[src/sv/fdhe_pkg.sv]
`timescale 1ns / 1ps
`default_nettype none
// ----------------------------------------------------------------------------
// Footswitch debounce package
// Shared widths, event codes and the event code mapping for the footswitch
// debounce and hold event unit.
// ----------------------------------------------------------------------------
package fdhe_pkg;

    localparam int QUEUE_DEPTH = 8;
    localparam int QIDX_W      = (QUEUE_DEPTH > 1) ? $clog2(QUEUE_DEPTH) : 1;

    localparam int TIME_W   = 32;
    localparam int MS_CFG_W = 16;
    localparam int CFG_IDX_W = 8;
    localparam int CFG_DAT_W = 16;
    localparam int TDATA_W  = 40;

    typedef logic [2:0] t_ev;

    localparam t_ev EV_NONE = 3'd0;

    localparam logic [CFG_IDX_W-1:0] CFG_DEBOUNCE = 8'd0;
    localparam logic [CFG_IDX_W-1:0] CFG_HOLD     = 8'd1;

    typedef enum logic [1:0] {
        KIND_PRESS    = 2'd1,
        KIND_HOLD     = 2'd2,
        KIND_HOLD_REL = 2'd3
    } t_kind;

    typedef struct packed {
        logic              push;
        t_kind             kind;
        logic [TIME_W-1:0] held;
    } t_sw_out;

    // Switch 0 uses codes 1 to 3, switch 1 uses codes 4 to 6.
    function automatic t_ev ev_code(input logic sw, input t_kind kind);
        t_ev base;
        base = sw ? 3'd3 : 3'd0;
        return base + {1'b0, kind};
    endfunction

endpackage
`default_nettype wire

[src/sv/fdhe_switch.sv]
`timescale 1ns / 1ps
`default_nettype none
// ----------------------------------------------------------------------------
// Footswitch debounce channel
// Debounces one raw switch level, tracks the open press and its hold, and
// reports the event it raises and the held duration after the update.
// ----------------------------------------------------------------------------
module fdhe_switch (
    input  wire logic                           i_clk,
    input  wire logic                           i_rst_n,
    input  wire logic                           i_fire,
    input  wire logic                           i_raw,
    input  wire logic [fdhe_pkg::TIME_W-1:0]    i_now,
    input  wire logic [fdhe_pkg::MS_CFG_W-1:0]  i_debounce_ms,
    input  wire logic [fdhe_pkg::MS_CFG_W-1:0]  i_hold_ms,
    output fdhe_pkg::t_sw_out                   o_res
);
    import fdhe_pkg::*;

    logic              r_last_raw, n_last_raw;
    logic              r_stable, n_stable;
    logic              r_press_open, n_press_open;
    logic              r_hold_done, n_hold_done;
    logic [TIME_W-1:0] r_change_time, n_change_time;
    logic [TIME_W-1:0] r_press_time, n_press_time;
    logic [TIME_W-1:0] stable_for;
    logic [TIME_W-1:0] pressed_for;
    logic              push;
    t_kind             kind;

    always_comb begin
        n_last_raw    = r_last_raw;
        n_change_time = r_change_time;
        n_stable      = r_stable;
        n_press_open  = r_press_open;
        n_hold_done   = r_hold_done;
        n_press_time  = r_press_time;
        push          = 1'b0;
        kind          = KIND_PRESS;

        if (i_raw != r_last_raw) begin
            n_last_raw    = i_raw;
            n_change_time = i_now;
        end
        stable_for = i_now - n_change_time;
        if (stable_for >= {{(TIME_W-MS_CFG_W){1'b0}}, i_debounce_ms} && i_raw != r_stable) begin
            n_stable = i_raw;
            if (i_raw) begin
                n_press_open = 1'b1;
                n_hold_done  = 1'b0;
                n_press_time = i_now;
            end else begin
                if (r_press_open) begin
                    push = 1'b1;
                    kind = r_hold_done ? KIND_HOLD_REL : KIND_PRESS;
                end
                n_press_open = 1'b0;
            end
        end
        pressed_for = i_now - n_press_time;
        if (n_press_open && !n_hold_done &&
            pressed_for >= {{(TIME_W-MS_CFG_W){1'b0}}, i_hold_ms}) begin
            n_hold_done = 1'b1;
            push        = 1'b1;
            kind        = KIND_HOLD;
        end
    end

    always_ff @(posedge i_clk) begin
        if (!i_rst_n) begin
            r_last_raw    <= 1'b0;
            r_stable      <= 1'b0;
            r_press_open  <= 1'b0;
            r_hold_done   <= 1'b0;
            r_change_time <= '0;
            r_press_time  <= '0;
        end else if (i_fire) begin
            r_last_raw    <= n_last_raw;
            r_stable      <= n_stable;
            r_press_open  <= n_press_open;
            r_hold_done   <= n_hold_done;
            r_change_time <= n_change_time;
            r_press_time  <= n_press_time;
        end
    end

    assign o_res.push = push;
    assign o_res.kind = kind;
    assign o_res.held = n_press_open ? pressed_for : '0;

endmodule
`default_nettype wire

[src/sv/fdhe_queue.sv]
`timescale 1ns / 1ps
`default_nettype none
// ----------------------------------------------------------------------------
// Footswitch event ring
// Ring queue that takes up to two events per request, drops events when
// full, and pops the oldest event after the pushes of the same request.
// ----------------------------------------------------------------------------
module fdhe_queue (
    input  wire logic          i_clk,
    input  wire logic          i_rst_n,
    input  wire logic          i_fire,
    input  wire logic          i_push0,
    input  wire fdhe_pkg::t_ev i_code0,
    input  wire logic          i_push1,
    input  wire fdhe_pkg::t_ev i_code1,
    input  wire logic          i_pop,
    output fdhe_pkg::t_ev      o_pop_code,
    output logic               o_pending
);
    import fdhe_pkg::*;

    localparam logic [QIDX_W-1:0] LAST_IDX = QIDX_W'(QUEUE_DEPTH - 1);

    t_ev               r_ring [QUEUE_DEPTH];
    logic [QIDX_W-1:0] r_head, r_tail;
    logic [QIDX_W-1:0] head1, head2, n_tail;
    logic              ok0, ok1, non_empty, do_pop;
    t_ev               rd_code;

    function automatic logic [QIDX_W-1:0] ring_next(input logic [QIDX_W-1:0] p);
        return (p == LAST_IDX) ? '0 : p + 1'b1;
    endfunction

    always_comb begin
        ok0       = i_push0 && (ring_next(r_head) != r_tail);
        head1     = ok0 ? ring_next(r_head) : r_head;
        ok1       = i_push1 && (ring_next(head1) != r_tail);
        head2     = ok1 ? ring_next(head1) : head1;
        non_empty = head2 != r_tail;
        do_pop    = i_pop && non_empty;
        if (r_tail == r_head) begin
            rd_code = ok0 ? i_code0 : i_code1;
        end else begin
            rd_code = r_ring[r_tail];
        end
        n_tail     = do_pop ? ring_next(r_tail) : r_tail;
        o_pop_code = do_pop ? rd_code : EV_NONE;
        o_pending  = head2 != n_tail;
    end

    always_ff @(posedge i_clk) begin
        if (!i_rst_n) begin
            r_head <= '0;
            r_tail <= '0;
        end else if (i_fire) begin
            r_head <= head2;
            r_tail <= n_tail;
        end
    end

    always_ff @(posedge i_clk) begin
        if (i_fire && ok0) begin
            r_ring[r_head] <= i_code0;
        end
        if (i_fire && ok1) begin
            r_ring[head1] <= i_code1;
        end
    end

    a_ptr_range: assert property (@(posedge i_clk) disable iff (!i_rst_n)
        (r_head <= LAST_IDX) && (r_tail <= LAST_IDX))
        else $error("ring pointer out of range");

    a_pop_valid: assert property (@(posedge i_clk) disable iff (!i_rst_n)
        (i_fire && do_pop) |-> (o_pop_code != EV_NONE))
        else $error("popped an empty event code");

    a_ptr_hold: assert property (@(posedge i_clk) disable iff (!i_rst_n)
        ($past(i_rst_n) && !$past(i_fire)) |-> ($stable(r_head) && $stable(r_tail)))
        else $error("ring pointers moved without a request");

endmodule
`default_nettype wire

[src/sv/footswitch_debounce_hold_events_unit.sv]
`timescale 1ns / 1ps
`default_nettype none
// ----------------------------------------------------------------------------
// Footswitch debounce and hold event unit
// Debounces two footswitches, raises press, hold and hold-release events into
// a ring queue, pops on request and reports the queried held duration.
//
// Channel   Direction  Handshake            Content
// s_axis    in         tvalid/tready        time, raw levels, pop, query
// m_axis    out        tvalid/tready        popped event, pending, held time
// cfg       in         valid/ready          register index and data
//
// A request is accepted into the input register and its result is then
// registered in the output register by the single update pass over both
// switches and the ring; one request per cycle while the output is taken.
// Reset is synchronous and active low and clears all control state.
// A stalled output holds its result; the input register then holds one more
// request and the input stalls until the output is taken.
// ----------------------------------------------------------------------------
module footswitch_debounce_hold_events_unit (
    input  wire logic                            i_clk,
    input  wire logic                            i_rst_n,
    input  wire logic                            i_s_tvalid,
    output logic                                 o_s_tready,
    // [31:0] now_ms, [32] raw_a, [33] raw_b, [34] pop_req, [35] query_switch
    input  wire logic [fdhe_pkg::TDATA_W-1:0]    i_s_tdata,
    output logic                                 o_m_tvalid,
    input  wire logic                            i_m_tready,
    // [2:0] event_code, [3] pending, [35:4] held_ms
    output logic [fdhe_pkg::TDATA_W-1:0]         o_m_tdata,
    input  wire logic                            i_cfg_valid,
    output logic                                 o_cfg_ready,
    input  wire logic [fdhe_pkg::CFG_IDX_W-1:0]  i_cfg_index,
    input  wire logic [fdhe_pkg::CFG_DAT_W-1:0]  i_cfg_data
);
    import fdhe_pkg::*;

    logic [MS_CFG_W-1:0] r_debounce_ms, r_hold_ms;
    logic                r_in_valid;
    logic [TIME_W-1:0]   r_now;
    logic                r_raw_a, r_raw_b, r_pop, r_query;
    logic                r_out_valid;
    t_ev                 r_out_code;
    logic                r_out_pending;
    logic [TIME_W-1:0]   r_out_held;
    logic                fire;
    t_sw_out             sw_a, sw_b;
    t_ev                 pop_code;
    logic                pending;

    assign fire        = r_in_valid && (!r_out_valid || i_m_tready);
    assign o_s_tready  = !r_in_valid || fire;
    assign o_cfg_ready = 1'b1;

    always_ff @(posedge i_clk) begin
        if (!i_rst_n) begin
            r_debounce_ms <= 16'd20;
            r_hold_ms     <= 16'd500;
        end else if (i_cfg_valid) begin
            case (i_cfg_index)
                CFG_DEBOUNCE: r_debounce_ms <= i_cfg_data;
                CFG_HOLD:     r_hold_ms     <= i_cfg_data;
                default:      ;
            endcase
        end
    end

    always_ff @(posedge i_clk) begin
        if (!i_rst_n) begin
            r_in_valid <= 1'b0;
        end else if (o_s_tready) begin
            r_in_valid <= i_s_tvalid;
        end
    end

    always_ff @(posedge i_clk) begin
        if (o_s_tready && i_s_tvalid) begin
            r_now   <= i_s_tdata[31:0];
            r_raw_a <= i_s_tdata[32];
            r_raw_b <= i_s_tdata[33];
            r_pop   <= i_s_tdata[34];
            r_query <= i_s_tdata[35];
        end
    end

    fdhe_switch u_sw_a (
        .i_clk         (i_clk),
        .i_rst_n       (i_rst_n),
        .i_fire        (fire),
        .i_raw         (r_raw_a),
        .i_now         (r_now),
        .i_debounce_ms (r_debounce_ms),
        .i_hold_ms     (r_hold_ms),
        .o_res         (sw_a)
    );

    fdhe_switch u_sw_b (
        .i_clk         (i_clk),
        .i_rst_n       (i_rst_n),
        .i_fire        (fire),
        .i_raw         (r_raw_b),
        .i_now         (r_now),
        .i_debounce_ms (r_debounce_ms),
        .i_hold_ms     (r_hold_ms),
        .o_res         (sw_b)
    );

    fdhe_queue u_queue (
        .i_clk      (i_clk),
        .i_rst_n    (i_rst_n),
        .i_fire     (fire),
        .i_push0    (sw_a.push),
        .i_code0    (ev_code(1'b0, sw_a.kind)),
        .i_push1    (sw_b.push),
        .i_code1    (ev_code(1'b1, sw_b.kind)),
        .i_pop      (r_pop),
        .o_pop_code (pop_code),
        .o_pending  (pending)
    );

    always_ff @(posedge i_clk) begin
        if (!i_rst_n) begin
            r_out_valid <= 1'b0;
        end else if (fire) begin
            r_out_valid <= 1'b1;
        end else if (i_m_tready) begin
            r_out_valid <= 1'b0;
        end
    end

    always_ff @(posedge i_clk) begin
        if (fire) begin
            r_out_code    <= pop_code;
            r_out_pending <= pending;
            r_out_held    <= r_query ? sw_b.held : sw_a.held;
        end
    end

    assign o_m_tvalid = r_out_valid;
    assign o_m_tdata  = {4'b0000, r_out_held, r_out_pending, r_out_code};

endmodule
`default_nettype wire
[config.mk]
export PLATFORM = sky130hd
export DESIGN_NAME = footswitch_debounce_hold_events_unit
export DESIGN_NICKNAME = d
export VERILOG_FILES = /design/src/sv/fdhe_pkg.sv /design/src/sv/fdhe_switch.sv /design/src/sv/fdhe_queue.sv /design/src/sv/footswitch_debounce_hold_events_unit.sv
export SDC_FILE = /design/constraint.sdc
export NUM_CORES = 1
export LEC_CHECK = 0
export ABC_AREA = 1
export BUFFER_PORTS_ARGS = -buffer_cell sky130_fd_sc_hd__buf_2
export CAP_MARGIN = 10
export CORE_UTILIZATION = 50
export CTS_CLUSTER_DIAMETER = 60
export DETAILED_ROUTE_END_ITERATION = 8
export GPL_ROUTABILITY_DRIVEN = 0
export GPL_TIMING_DRIVEN = 0
export HOLD_SLACK_MARGIN = 0.12
export PLACE_DENSITY = 0.67
export REMOVE_ABC_BUFFERS = 1
export SYNTH_ARGS = -nofsm -noshare
export SYNTH_HDL_FRONTEND = slang
export SYNTH_SLANG_ARGS = --single-unit
[constraint.sdc]
create_clock -name i_clk -period 29.4 [get_ports i_clk]
set_input_delay 4.41 -clock i_clk [delete_from_list [all_inputs] [get_ports i_clk]]
set_output_delay 4.41 -clock i_clk [all_outputs]
set_load 0.005 [all_outputs]
# After elaboration in Yosys (flattened, before gate mapping)

Memory sizes are Yosys's and may differ from the RTL's. A register that Yosys moved wholly into a read port is not among the register bits.
Cells that the tools add are included.

Logic and storage cells: 132
Memories: 1
Input bits: 69
Output and inout bits: 43
Register bits after elaboration: 248
Memory bits (writable): 24

Reductions and logical operators: 27
Mux-type cells: 53
$lt $le $gt $ge: 4
Eq/ne operators: 13
Add/sub/neg operators: 8

Memory list:

| name           | words | width | rd ports | clocked after memory_dff | write ports | line             | RTL |
|---|---|---|---|---|---|---|---|
| u_queue.r_ring | 8     | 3     | 1        | 1                        | 2           | fdhe_queue.sv:24 | `t_ev r_ring [QUEUE_DEPTH];` |

Operators with widths:

| operator                                                               | count |
|---|---|
| 32-bit 2-to-1 mux                                                      | 9 |
| 32-bit by 16-bit greater-or-equal comparator with 1-bit output         | 4 |
| 32-bit subtractor                                                      | 4 |
| 3-bit 2-to-1 mux                                                       | 10 |
| 1-bit 2-to-1 mux                                                       | 24 |
| 2-bit 2-to-1 mux                                                       | 10 |
| 1-bit logical AND                                                      | 13 |
| 3-bit != test                                                          | 4 |
| 2-bit AND reduction                                                    | 6 |
| 3-bit by 1-bit adder with 3-bit output (second input constant)         | 3 |
| 3-bit equality test (second input constant)                            | 3 |
| 8-bit by 1-bit equality test with 1-bit output (second input constant) | 1 |
| 8-bit logical NOT                                                      | 1 |
| 1-bit logical NOT                                                      | 4 |
| 1-bit != test                                                          | 4 |
| 2-bit by 2-bit adder with 3-bit output (first input constant)          | 1 |
| 3-bit equality test                                                    | 1 |
| 1-bit logical OR                                                       | 2 |
| 2-bit nonzero test                                                     | 1 |

# Longest topological paths before layout

Gate-level depths: netlist (run 1).

Word-level depth: 22
Mapped depth: 81
Mapped depth without buffers: 78

# By module

Synthesis (run 1) repeated with hierarchy kept, for this count alone.

Cells, all modules: 3662
Area, all modules: 24174.4 sq um

By module, submodules not included:

| module                               | seq. area each (sq um) | instances | cells an instance | area an instance (sq um) |
|---|---|---|---|---|
| fdhe_switch (u_sw_a)                 | 1361.3                 | 1         | 1530              | 8944.8 |
| fdhe_switch (u_sw_b)                 | 1361.3                 | 1         | 1496              | 8832.2 |
| footswitch_debounce_hold_events_unit | 2842.7                 | 1         | 327               | 4066.4 |
| fdhe_queue                           | 900.9                  | 1         | 309               | 2331.0 |

# Worst setup path after synthesis (run 1)

OpenSTA, ideal clock, no wires.

Kind: register to register
Start point: reg r_raw_b
End point: reg r_out_pending (data pin)
Clock period less this slack: 9.247 ns
Path slack: 20.153 ns
Path buffers: 2
Stages on the path, launching flop included: 75
Setup time: 0.259 ns
Required time: 29.141 ns
Data arrival time: 8.988 ns
Cells stage by stage: edfxtp_1 > xor2_1 > clkbuf_1 > nand2_1 > o21ai_0 > ha_1 > inv_1 > fa_1 > nand3_1 > nand3_1 > a21oi_1 > o21ai_0 > nand2_1 > nand2_1 > nand2_1 > nand2_1 > nand2_1 > nand2_1 > [39 not listed] > a21oi_1 > o21ai_1 > xor2_1 > nor2_1 > nand3_1 > nand3_1 > nand2_2 > nand2_4 > nand2_1 > nand2_1 > inv_1 > nand3_2 > o21bai_4 > nand2_1 > nand2_1 > nand2_1 > nand2_1 > nand3_1

Word-level cells in the longest chain between the ends: 16
Elaborated cells on any way between the ends: 26
Classes of those cells: add/sub: 2; order compare: 2; eq/ne: 4; mux: 12; reduce/logical: 6

RTL lines:

| item                                                               | line                                        | RTL |
|---|---|---|
| start, declared                                                    | footswitch_debounce_hold_events_unit.sv:41  | `logic r_raw_a, r_raw_b, r_pop, r_query;` |
| start signal, assigned                                             | footswitch_debounce_hold_events_unit.sv:80  | `r_raw_b <= i_s_tdata[33];` |
| 1-bit != test (*)                                                  | fdhe_switch.sv:41                           | `if (i_raw != r_last_raw) begin` |
| 32-bit 2-to-1 mux (*)                                              | fdhe_switch.sv:41                           |  |
| net u_sw_b.n_change_time[0]                                        | fdhe_switch.sv:24                           | `logic [TIME_W-1:0] r_change_time, n_change_time;` |
| 32-bit subtractor (*)                                              | fdhe_switch.sv:45                           | `stable_for = i_now - n_change_time;` |
| 32-bit by 16-bit greater-or-equal comparator with 1-bit output (*) | fdhe_switch.sv:46                           | `if (stable_for >= {{(TIME_W-MS_CFG_W){1'b0}}, i_debounce_ms} && i_raw != r_stable) begin` |
| 1-bit logical AND (*)                                              | fdhe_switch.sv:46                           |  |
| 32-bit 2-to-1 mux (*)                                              | fdhe_switch.sv:46                           |  |
| net u_sw_b.n_press_time[0]                                         | fdhe_switch.sv:25                           | `logic [TIME_W-1:0] r_press_time, n_press_time;` |
| [3 not listed]                                                     | --                                          |  |
| 1-bit 2-to-1 mux (*)                                               | fdhe_switch.sv:61                           | `if (n_press_open && !n_hold_done &&` |
| 1-bit logical AND (*)                                              | fdhe_queue.sv:37                            | `ok1 = i_push1 && (ring_next(head1) != r_tail);` |
| 3-bit 2-to-1 mux (*)                                               | fdhe_queue.sv:38                            | `head2 = ok1 ? ring_next(head1) : head1;` |
| 3-bit != test                                                      | fdhe_queue.sv:39                            | `non_empty = head2 != r_tail;` |
| 1-bit logical AND                                                  | fdhe_queue.sv:40                            | `do_pop = i_pop && non_empty;` |
| 3-bit 2-to-1 mux                                                   | fdhe_queue.sv:46                            | `n_tail = do_pop ? ring_next(r_tail) : r_tail;` |
| 3-bit != test (*)                                                  | fdhe_queue.sv:48                            | `o_pending = head2 != n_tail;` |
| net pending                                                        | footswitch_debounce_hold_events_unit.sv:49  | `logic pending;` |
| end signal, assigned                                               | footswitch_debounce_hold_events_unit.sv:134 | `r_out_pending <= pending;` |
| end, declared                                                      | footswitch_debounce_hold_events_unit.sv:44  | `logic r_out_pending;` |

The timed path passes the listed nets; every way through them passes the cells marked *.
A chain may end at the register's enable or synchronous reset.

# Worst setup path after layout (run 1)

Start point: reg r_raw_b
End point: reg r_out_pending (data pin)

Word-level cells in the longest chain between the ends: 16
Elaborated cells on any way between the ends: 26
Classes of those cells: add/sub: 2; order compare: 2; eq/ne: 4; mux: 12; reduce/logical: 6

RTL lines:

| item                                                           | line                                       | RTL |
|---|---|---|
| 1-bit != test                                                  | fdhe_switch.sv:41                          |  |
| 32-bit 2-to-1 mux                                              | fdhe_switch.sv:41                          |  |
| 32-bit subtractor                                              | fdhe_switch.sv:45                          |  |
| 32-bit by 16-bit greater-or-equal comparator with 1-bit output | fdhe_switch.sv:46                          |  |
| 1-bit logical AND                                              | fdhe_switch.sv:46                          |  |
| 32-bit 2-to-1 mux (*)                                          | fdhe_switch.sv:46                          |  |
| net u_sw_b.n_press_time[0]                                     | fdhe_switch.sv:25                          |  |
| 32-bit subtractor (*)                                          | fdhe_switch.sv:60                          | `pressed_for = i_now - n_press_time;` |
| [2 not listed]                                                 | --                                         |  |
| 1-bit 2-to-1 mux (*)                                           | fdhe_switch.sv:61                          |  |
| 1-bit logical AND (*)                                          | fdhe_queue.sv:37                           |  |
| 3-bit 2-to-1 mux (*)                                           | fdhe_queue.sv:38                           |  |
| 3-bit != test                                                  | fdhe_queue.sv:39                           |  |
| 1-bit logical AND                                              | fdhe_queue.sv:40                           |  |
| 3-bit 2-to-1 mux                                               | fdhe_queue.sv:46                           |  |
| 3-bit != test (*)                                              | fdhe_queue.sv:48                           |  |
| net pending                                                    | footswitch_debounce_hold_events_unit.sv:49 |  |

Marks and branches as above.

==> results of run 1 <==
-- power groups by stage --
stage / combinational, µW / sequential (µW) / clock, µW
2_1_floorplan: 347 / 438 / 0
3_3_place_gp: 451 / 445 / 0
3_5_place_dp: 467 / 445 / 0
4_1_cts: 470 / 437 / 451
5_1_grt: 536 / 440 / 465
6_report: 478 / 438 / 442
-- sequential cells by signal (all words and copies together) (netlist names), 3 cells and up, named ones only --
register              cells
r_debounce_ms            16
r_hold_ms                16
r_now                    32
r_out_code                3
r_out_held               32
u_queue.r_head            3
u_queue.r_ring           24
u_queue.r_tail            3
u_sw_a.r_change_time     32
u_sw_a.r_press_time      32
u_sw_b.r_change_time     32
u_sw_b.r_press_time      32
-- kinds of logic after synthesis --
logic type / share of synthesized area (%)
other cells: 0.0364
compound gates: 20.3
xor+xnor: 4.03
flops: 31.3
simple gates: 22.8
fa+ha+maj: 11.2
buf+inv: 10.3
-- how the worst max path moves through the flow --
stage                      endpoint  slack (ns)  depth (start not counted)
2_1_floorplan         r_out_pending       18.38                         66
3_3_place_gp          r_out_pending       13.03                         66
3_5_place_dp          r_out_pending       16.33                         66
4_1_cts               r_out_pending       16.29                         66
5_1_grt        u_queue.r_ring[0][1]       15.10                         57
6_report              r_out_pending       16.14                         65
-- synthesized netlist by cell type (61+ instances only) --
master,number
edfxtp_1,96
o211ai_1,72
o21ai_0,314
nand2_1,649
clkbuf_1,73
nand3_1,133
inv_1,447
dfxtp_1,179
a21oi_1,251
xor2_1,61
nor2_1,175
ha_1,180
-- metrics by stage --
| step | hold slack, ns | area [µm²] | total power, µW |
|---|---|---|---|
| after global routing | 0.469 | 22800 | 1440 |
| after floorplan | 0.429 | 20300 | 785 |
| after CTS | 0.452 | 22800 | 1360 |
| final | 0.452 | 22800 | 1360 |
| after global placement | 0.439 | 21400 | 895 |
| after detailed placement | 0.444 | 21700 | 912 |
-- tightest hold or removal path, cell delays in order (launching register included) --
cell,delay [ns]
dfxtp_1,0.29
inv_1,0.06
a21oi_1,0.06
-- routing by layer --
layer | part of all wire, % | routed length, µm
met1 | 44 | 26100
met2 | 46 | 27500
met3 | 6.5 | 3890
met4 | 4.0 | 2370
met5 | 0 | 0
-- final cells by class --
cell class	count	area share [%]
Inverter	456	7.51
Timing Repair Buffer	111	3.11
Sequential cell	275	28.3
Clock inverter	22	0.975
Tap cell	532	2.91
Multi-Input combinational cell	2127	53.0
Clock buffer	43	4.19
==> qor.yml, run 1 <==
antenna_found_initial: 0
fin_skew_ns: 0.0346
ys_ff_latch: 275
cts_made_buffers: 36
cts_tree: "done"
fillers: 3892
crit_type: "reg -> reg"
fin_tns_setup_ns: 0
avgViaCountPerCell: 5.60
drive_above_1_share_pct: 8.14
setup_violations: 0
synth_top_cell_area_share_pct: 17.3
postCtsSetupRepairBufs: 0
seq_area_frac_synth_pct: 31.3
ys_warn_count: 0
insertion_delay_ns: 0.57
grtUsageMet3_pct: 4.10
slew_headroom_pct: 21.8
grt_util_met1_pct: 35.9
hold_depth: 2
setup_slack_ns: 16.14
p_seq_share_pct: 32.2
synthFlopType: "dfxtp_1"
core.rowCount: 74
crit_top_cell: "nand2_1"
syn-mean-instance-area_um2: 7.00
reg2reg_slack_ns: 16.14
hold_path_end: "u_sw_a.r_press_time[19]"
io_pins: 112
first_iter_violations: 1573
cts-root-buf: "clkbuf_16"
synth_area_leader_cell: "dfxtp_1"
fp.coreArea_um2: 40800
num_antenna_cells: 0
grt_usage_pct: 28.3
grt_max_degree: 97
ir_drop_v: 0.0000345
syn_inst: 2953
startpoint_type: "flop"
p_switching_uw: 506
timing.fmax_mhz: 75.4
place_hpwl_um: 45800
grt.met2_usage_pct: 47.7
cts.htree.levels: 2
layout_commonest_cell: "nand2_1"
cap_violations: 0
die_x_um: 205
final_nets: 3259
dp.cells: 3501
timing.rr.end: "r_out_pending"
ys_async_sr_fraction_pct: 0
worstSetupStartpoint: "r_raw_b"
grt_pass1_wl_um: 94500
status: "complete, no violations"
finalCritPeriodShare_pct: 45.1
busiest_layer: "met2"
ant_nets: 0
slowest_stage: "xor2_4"
wire_per_inst_um: 16.8
synthTopCellsByArea: "dfxtp_1 (17%), edfxtp_1 (14%), nand2_1 (12%), ha_1 (11%), inv_1 (8.1%)"
p_leak_uw: 0.0108
p_int_uw: 852
register_area_um2: 6470
pre_cts_ws_ns: 16.33
syn_to_final_growth_pct: 10.6
swShare_pct: 37.3
grt_overflow: 0
cp.required_ns: 29.71
dr.pass1.iters: 6
max_stage_delay_ns: 0.80
final_cell_mix: "nand2_1 (648), inv_1 (446), o21ai_0 (314), a21oi_1 (251), ha_1 (180)"
dr_total_vias: 20000
hold_buffers: 0
port_buffers: 102
synth_cell_types: 55
cp_top_family: "compound AO/OA/AOI/OAI gates"
synth-edff-count: 96
final_cells: 3566
tightest_slew_ns: 1.17
p_clk_share_pct: 32.6
hp-start: "u_sw_a.r_press_time[19]"
cts_buffer_depth: 3
dieArea_um2: 42100
cp_max_fo: 52
clk_pin_slew_worst_paths_ns: 0.06
finalHoldViolations: 0
drc: 0
first_global_vias: 18600
hold_path.class: "reg -> reg"
multi_input_area_um2: 12100
clock-sinks: 275
start_util_pct: 50.6
pwr-share-comb_pct: 35.2
critPathBufInv: 3
worst-r2r-cell-count: 65
powerDensity_nw_per_um2: 59.4
ctsResizeCount: 0
crit_path_end_kind: "flop"
wl_um: 59900
fin_crit_ns: 13.26
grt_setup_unrepaired: "no"
maxSlewViolCount: 0
synthesis.area_um2: 20700
reg2reg_from: "r_raw_b"
arrival_ns: 13.57
die_h_um: 205
final_util_pct: 56.0
No activity file was read; power rests on OpenSTA's default activity.
==> inputs of run 2 (changes only) <==
PLACE_DENSITY = 0.7   (was 0.67)
clock period = 12.1 ns   (was 29.4 ns; I/O delays follow)
==> qor.yml, run 2 (synthesized netlist as in run 1, its figures left out) <==
cap_violations: 0  # unchanged
powerDensity_nw_per_um2: 146  # was 59.4 nW/µm²
die_x_um: 205  # unchanged
dieArea_um2: 42100  # unchanged
dr_total_vias: 20400  # was 20000
layout_commonest_cell: "nand2_1"  # unchanged
fin_tns_setup_ns: 0  # unchanged
crit_top_cell: "nand2_1"  # unchanged
p_leak_uw: 0.0109  # was 0.0108 µW
first_global_vias: 19300  # was 18600
max_stage_delay_ns: 0.56  # was 0.80 ns
ant_nets: 0  # unchanged
power_uw: 3390  # was 1360 µW
dr.pass1.iters: 6  # unchanged
whs_ns: 0.452  # about the same
ir_drop_v: 0.0000938  # was 0.0000345 V
avgViaCountPerCell: 5.67  # was 5.60
timing.fmax_mhz: 87.1  # was 75.4 MHz
grt_max_degree: 118  # was 97
core.rowCount: 74  # unchanged
cp.required_ns: 12.41  # was 29.71 ns
syn_to_final_growth_pct: 12.2  # was 10.6%
crit_type: "reg -> reg"  # unchanged
num_antenna_cells: 0  # unchanged
final_nets: 3283  # was 3259
grt_pass1_wl_um: 95900  # was 94500 µm
arrival_ns: 11.80  # was 13.57 ns
slew_headroom_pct: 14.7  # was 21.8%
first_iter_violations: 1846  # was 1573
cts_buffer_depth: 3  # unchanged
drc: 0  # unchanged
final_cell_mix: "nand2_1 (647), inv_1 (445), o21ai_0 (310), a21oi_1 (248), ha_1 (180)"  # was nand2_1 (648), inv_1 (446), o21ai_0 (314), a21oi_1 (251), ha_1 (180)
startpoint_type: "flop"  # unchanged
slowest_stage: "edfxtp_1"  # was xor2_4
drive_above_1_share_pct: 9.11  # was 8.14%
cts_made_buffers: 39  # was 36
clock-sinks: 275  # unchanged
grt_overflow: 0  # unchanged
setup_violations: 0  # unchanged
tightest_slew_ns: 1.28  # was 1.17 ns
antenna_found_initial: 0  # unchanged
die_h_um: 205  # unchanged
fin_crit_ns: 11.49  # was 13.26 ns
hold_path.class: "reg -> reg"  # unchanged
start_util_pct: 50.6  # unchanged
cts.htree.levels: 2  # unchanged
finalCritPeriodShare_pct: 94.9  # was 45.1%
status: "complete, no violations"  # unchanged
port_buffers: 102  # unchanged
place_hpwl_um: 45900  # was 45800 µm
maxSlewViolCount: 0  # unchanged
fin_skew_ns: 0.0282  # was 0.0346 ns
io_pins: 112  # unchanged
cts-root-buf: "clkbuf_16"  # unchanged
cp_max_fo: 19  # was 52
clk_pin_slew_worst_paths_ns: 0.06  # about the same
insertion_delay_ns: 0.57  # about the same
cts_tree: "done"  # unchanged
crit_path_end_kind: "flop"  # unchanged
fp.coreArea_um2: 40800  # unchanged
wl_um: 61400  # was 59900 µm
wire_per_inst_um: 17.1  # was 16.8 µm
grt_usage_pct: 28.6  # was 28.3%
finalHoldViolations: 0  # unchanged
[run 2: where the power goes]
| part | switching (µW) | internal, µW | leakage, µW |
|---|---|---|---|
| Clock | 450 | 697 | 0.000623 |
| Combinational | 753 | 425 | 0.00792 |
| Sequential | 48.6 | 1020 | 0.00238 |
[run 2: layout make-up]
| cell class | instances | area, µm² |
|---|---|---|
| timing repair buffer | 125 | 796 |
| multi-input combinational | 2132 | 12200 |
| timing repair inverter | 2 | 10.0 |
| fill | 3853 | 17600 |
| inverter | 456 | 1720 |
| clock buffer | 53 | 1080 |
| sequential | 275 | 6470 |
| tap | 532 | 666 |
| clock inverter | 18 | 198 |
[run 2: critical path: cells and delay by family (launching register included)]
family          cells  cell delay, ns
simple gates       46            5.22
compound gates     12            2.25
buf+inv             6            0.69
xor+xnor            3            0.70
flops               1            0.56
fa+ha+maj           6            1.74
[run 2: timing repair]
action,in CTS,in global routing
pin swaps,1,6
buffers inserted,2,14
resized for setup,5,15
hold buffers,0,0
gates cloned,2,5
setup endpoints to repair,61,61
[run 2: through the flow]
stage	setup slack, ns	util [%]	instance area, µm²	cells
after floorplan	1.08	-	20300	2858
after detailed placement	-0.787	53.0	21600	3499
after global routing	-0.0380	56.8	23200	3593
final	0.614	56.8	23200	3593
after global placement	-3.88	52.5	21400	3492
after CTS	0.0750	56.3	23000	3574
[run 2: worst paths after layout]
path,from,to,slack [ns],cells after the start
min reg2reg,u_sw_a.r_press_time[16],u_sw_a.r_press_time[16],0.45,2
max,r_raw_a,r_out_pending,0.61,73
max reg2reg,r_raw_a,r_out_pending,0.61,73
min,u_sw_a.r_press_time[16],u_sw_a.r_press_time[16],0.45,2
[run 2: layer usage]
metal  GRT usage (%)  share of wire, %  up-vias
li1                -                 -    10000
met1            35.8                42     9412
met2            48.1                46      763
met3            4.31               6.9      167
met4            13.6               4.7        0
met5               0                 0        -
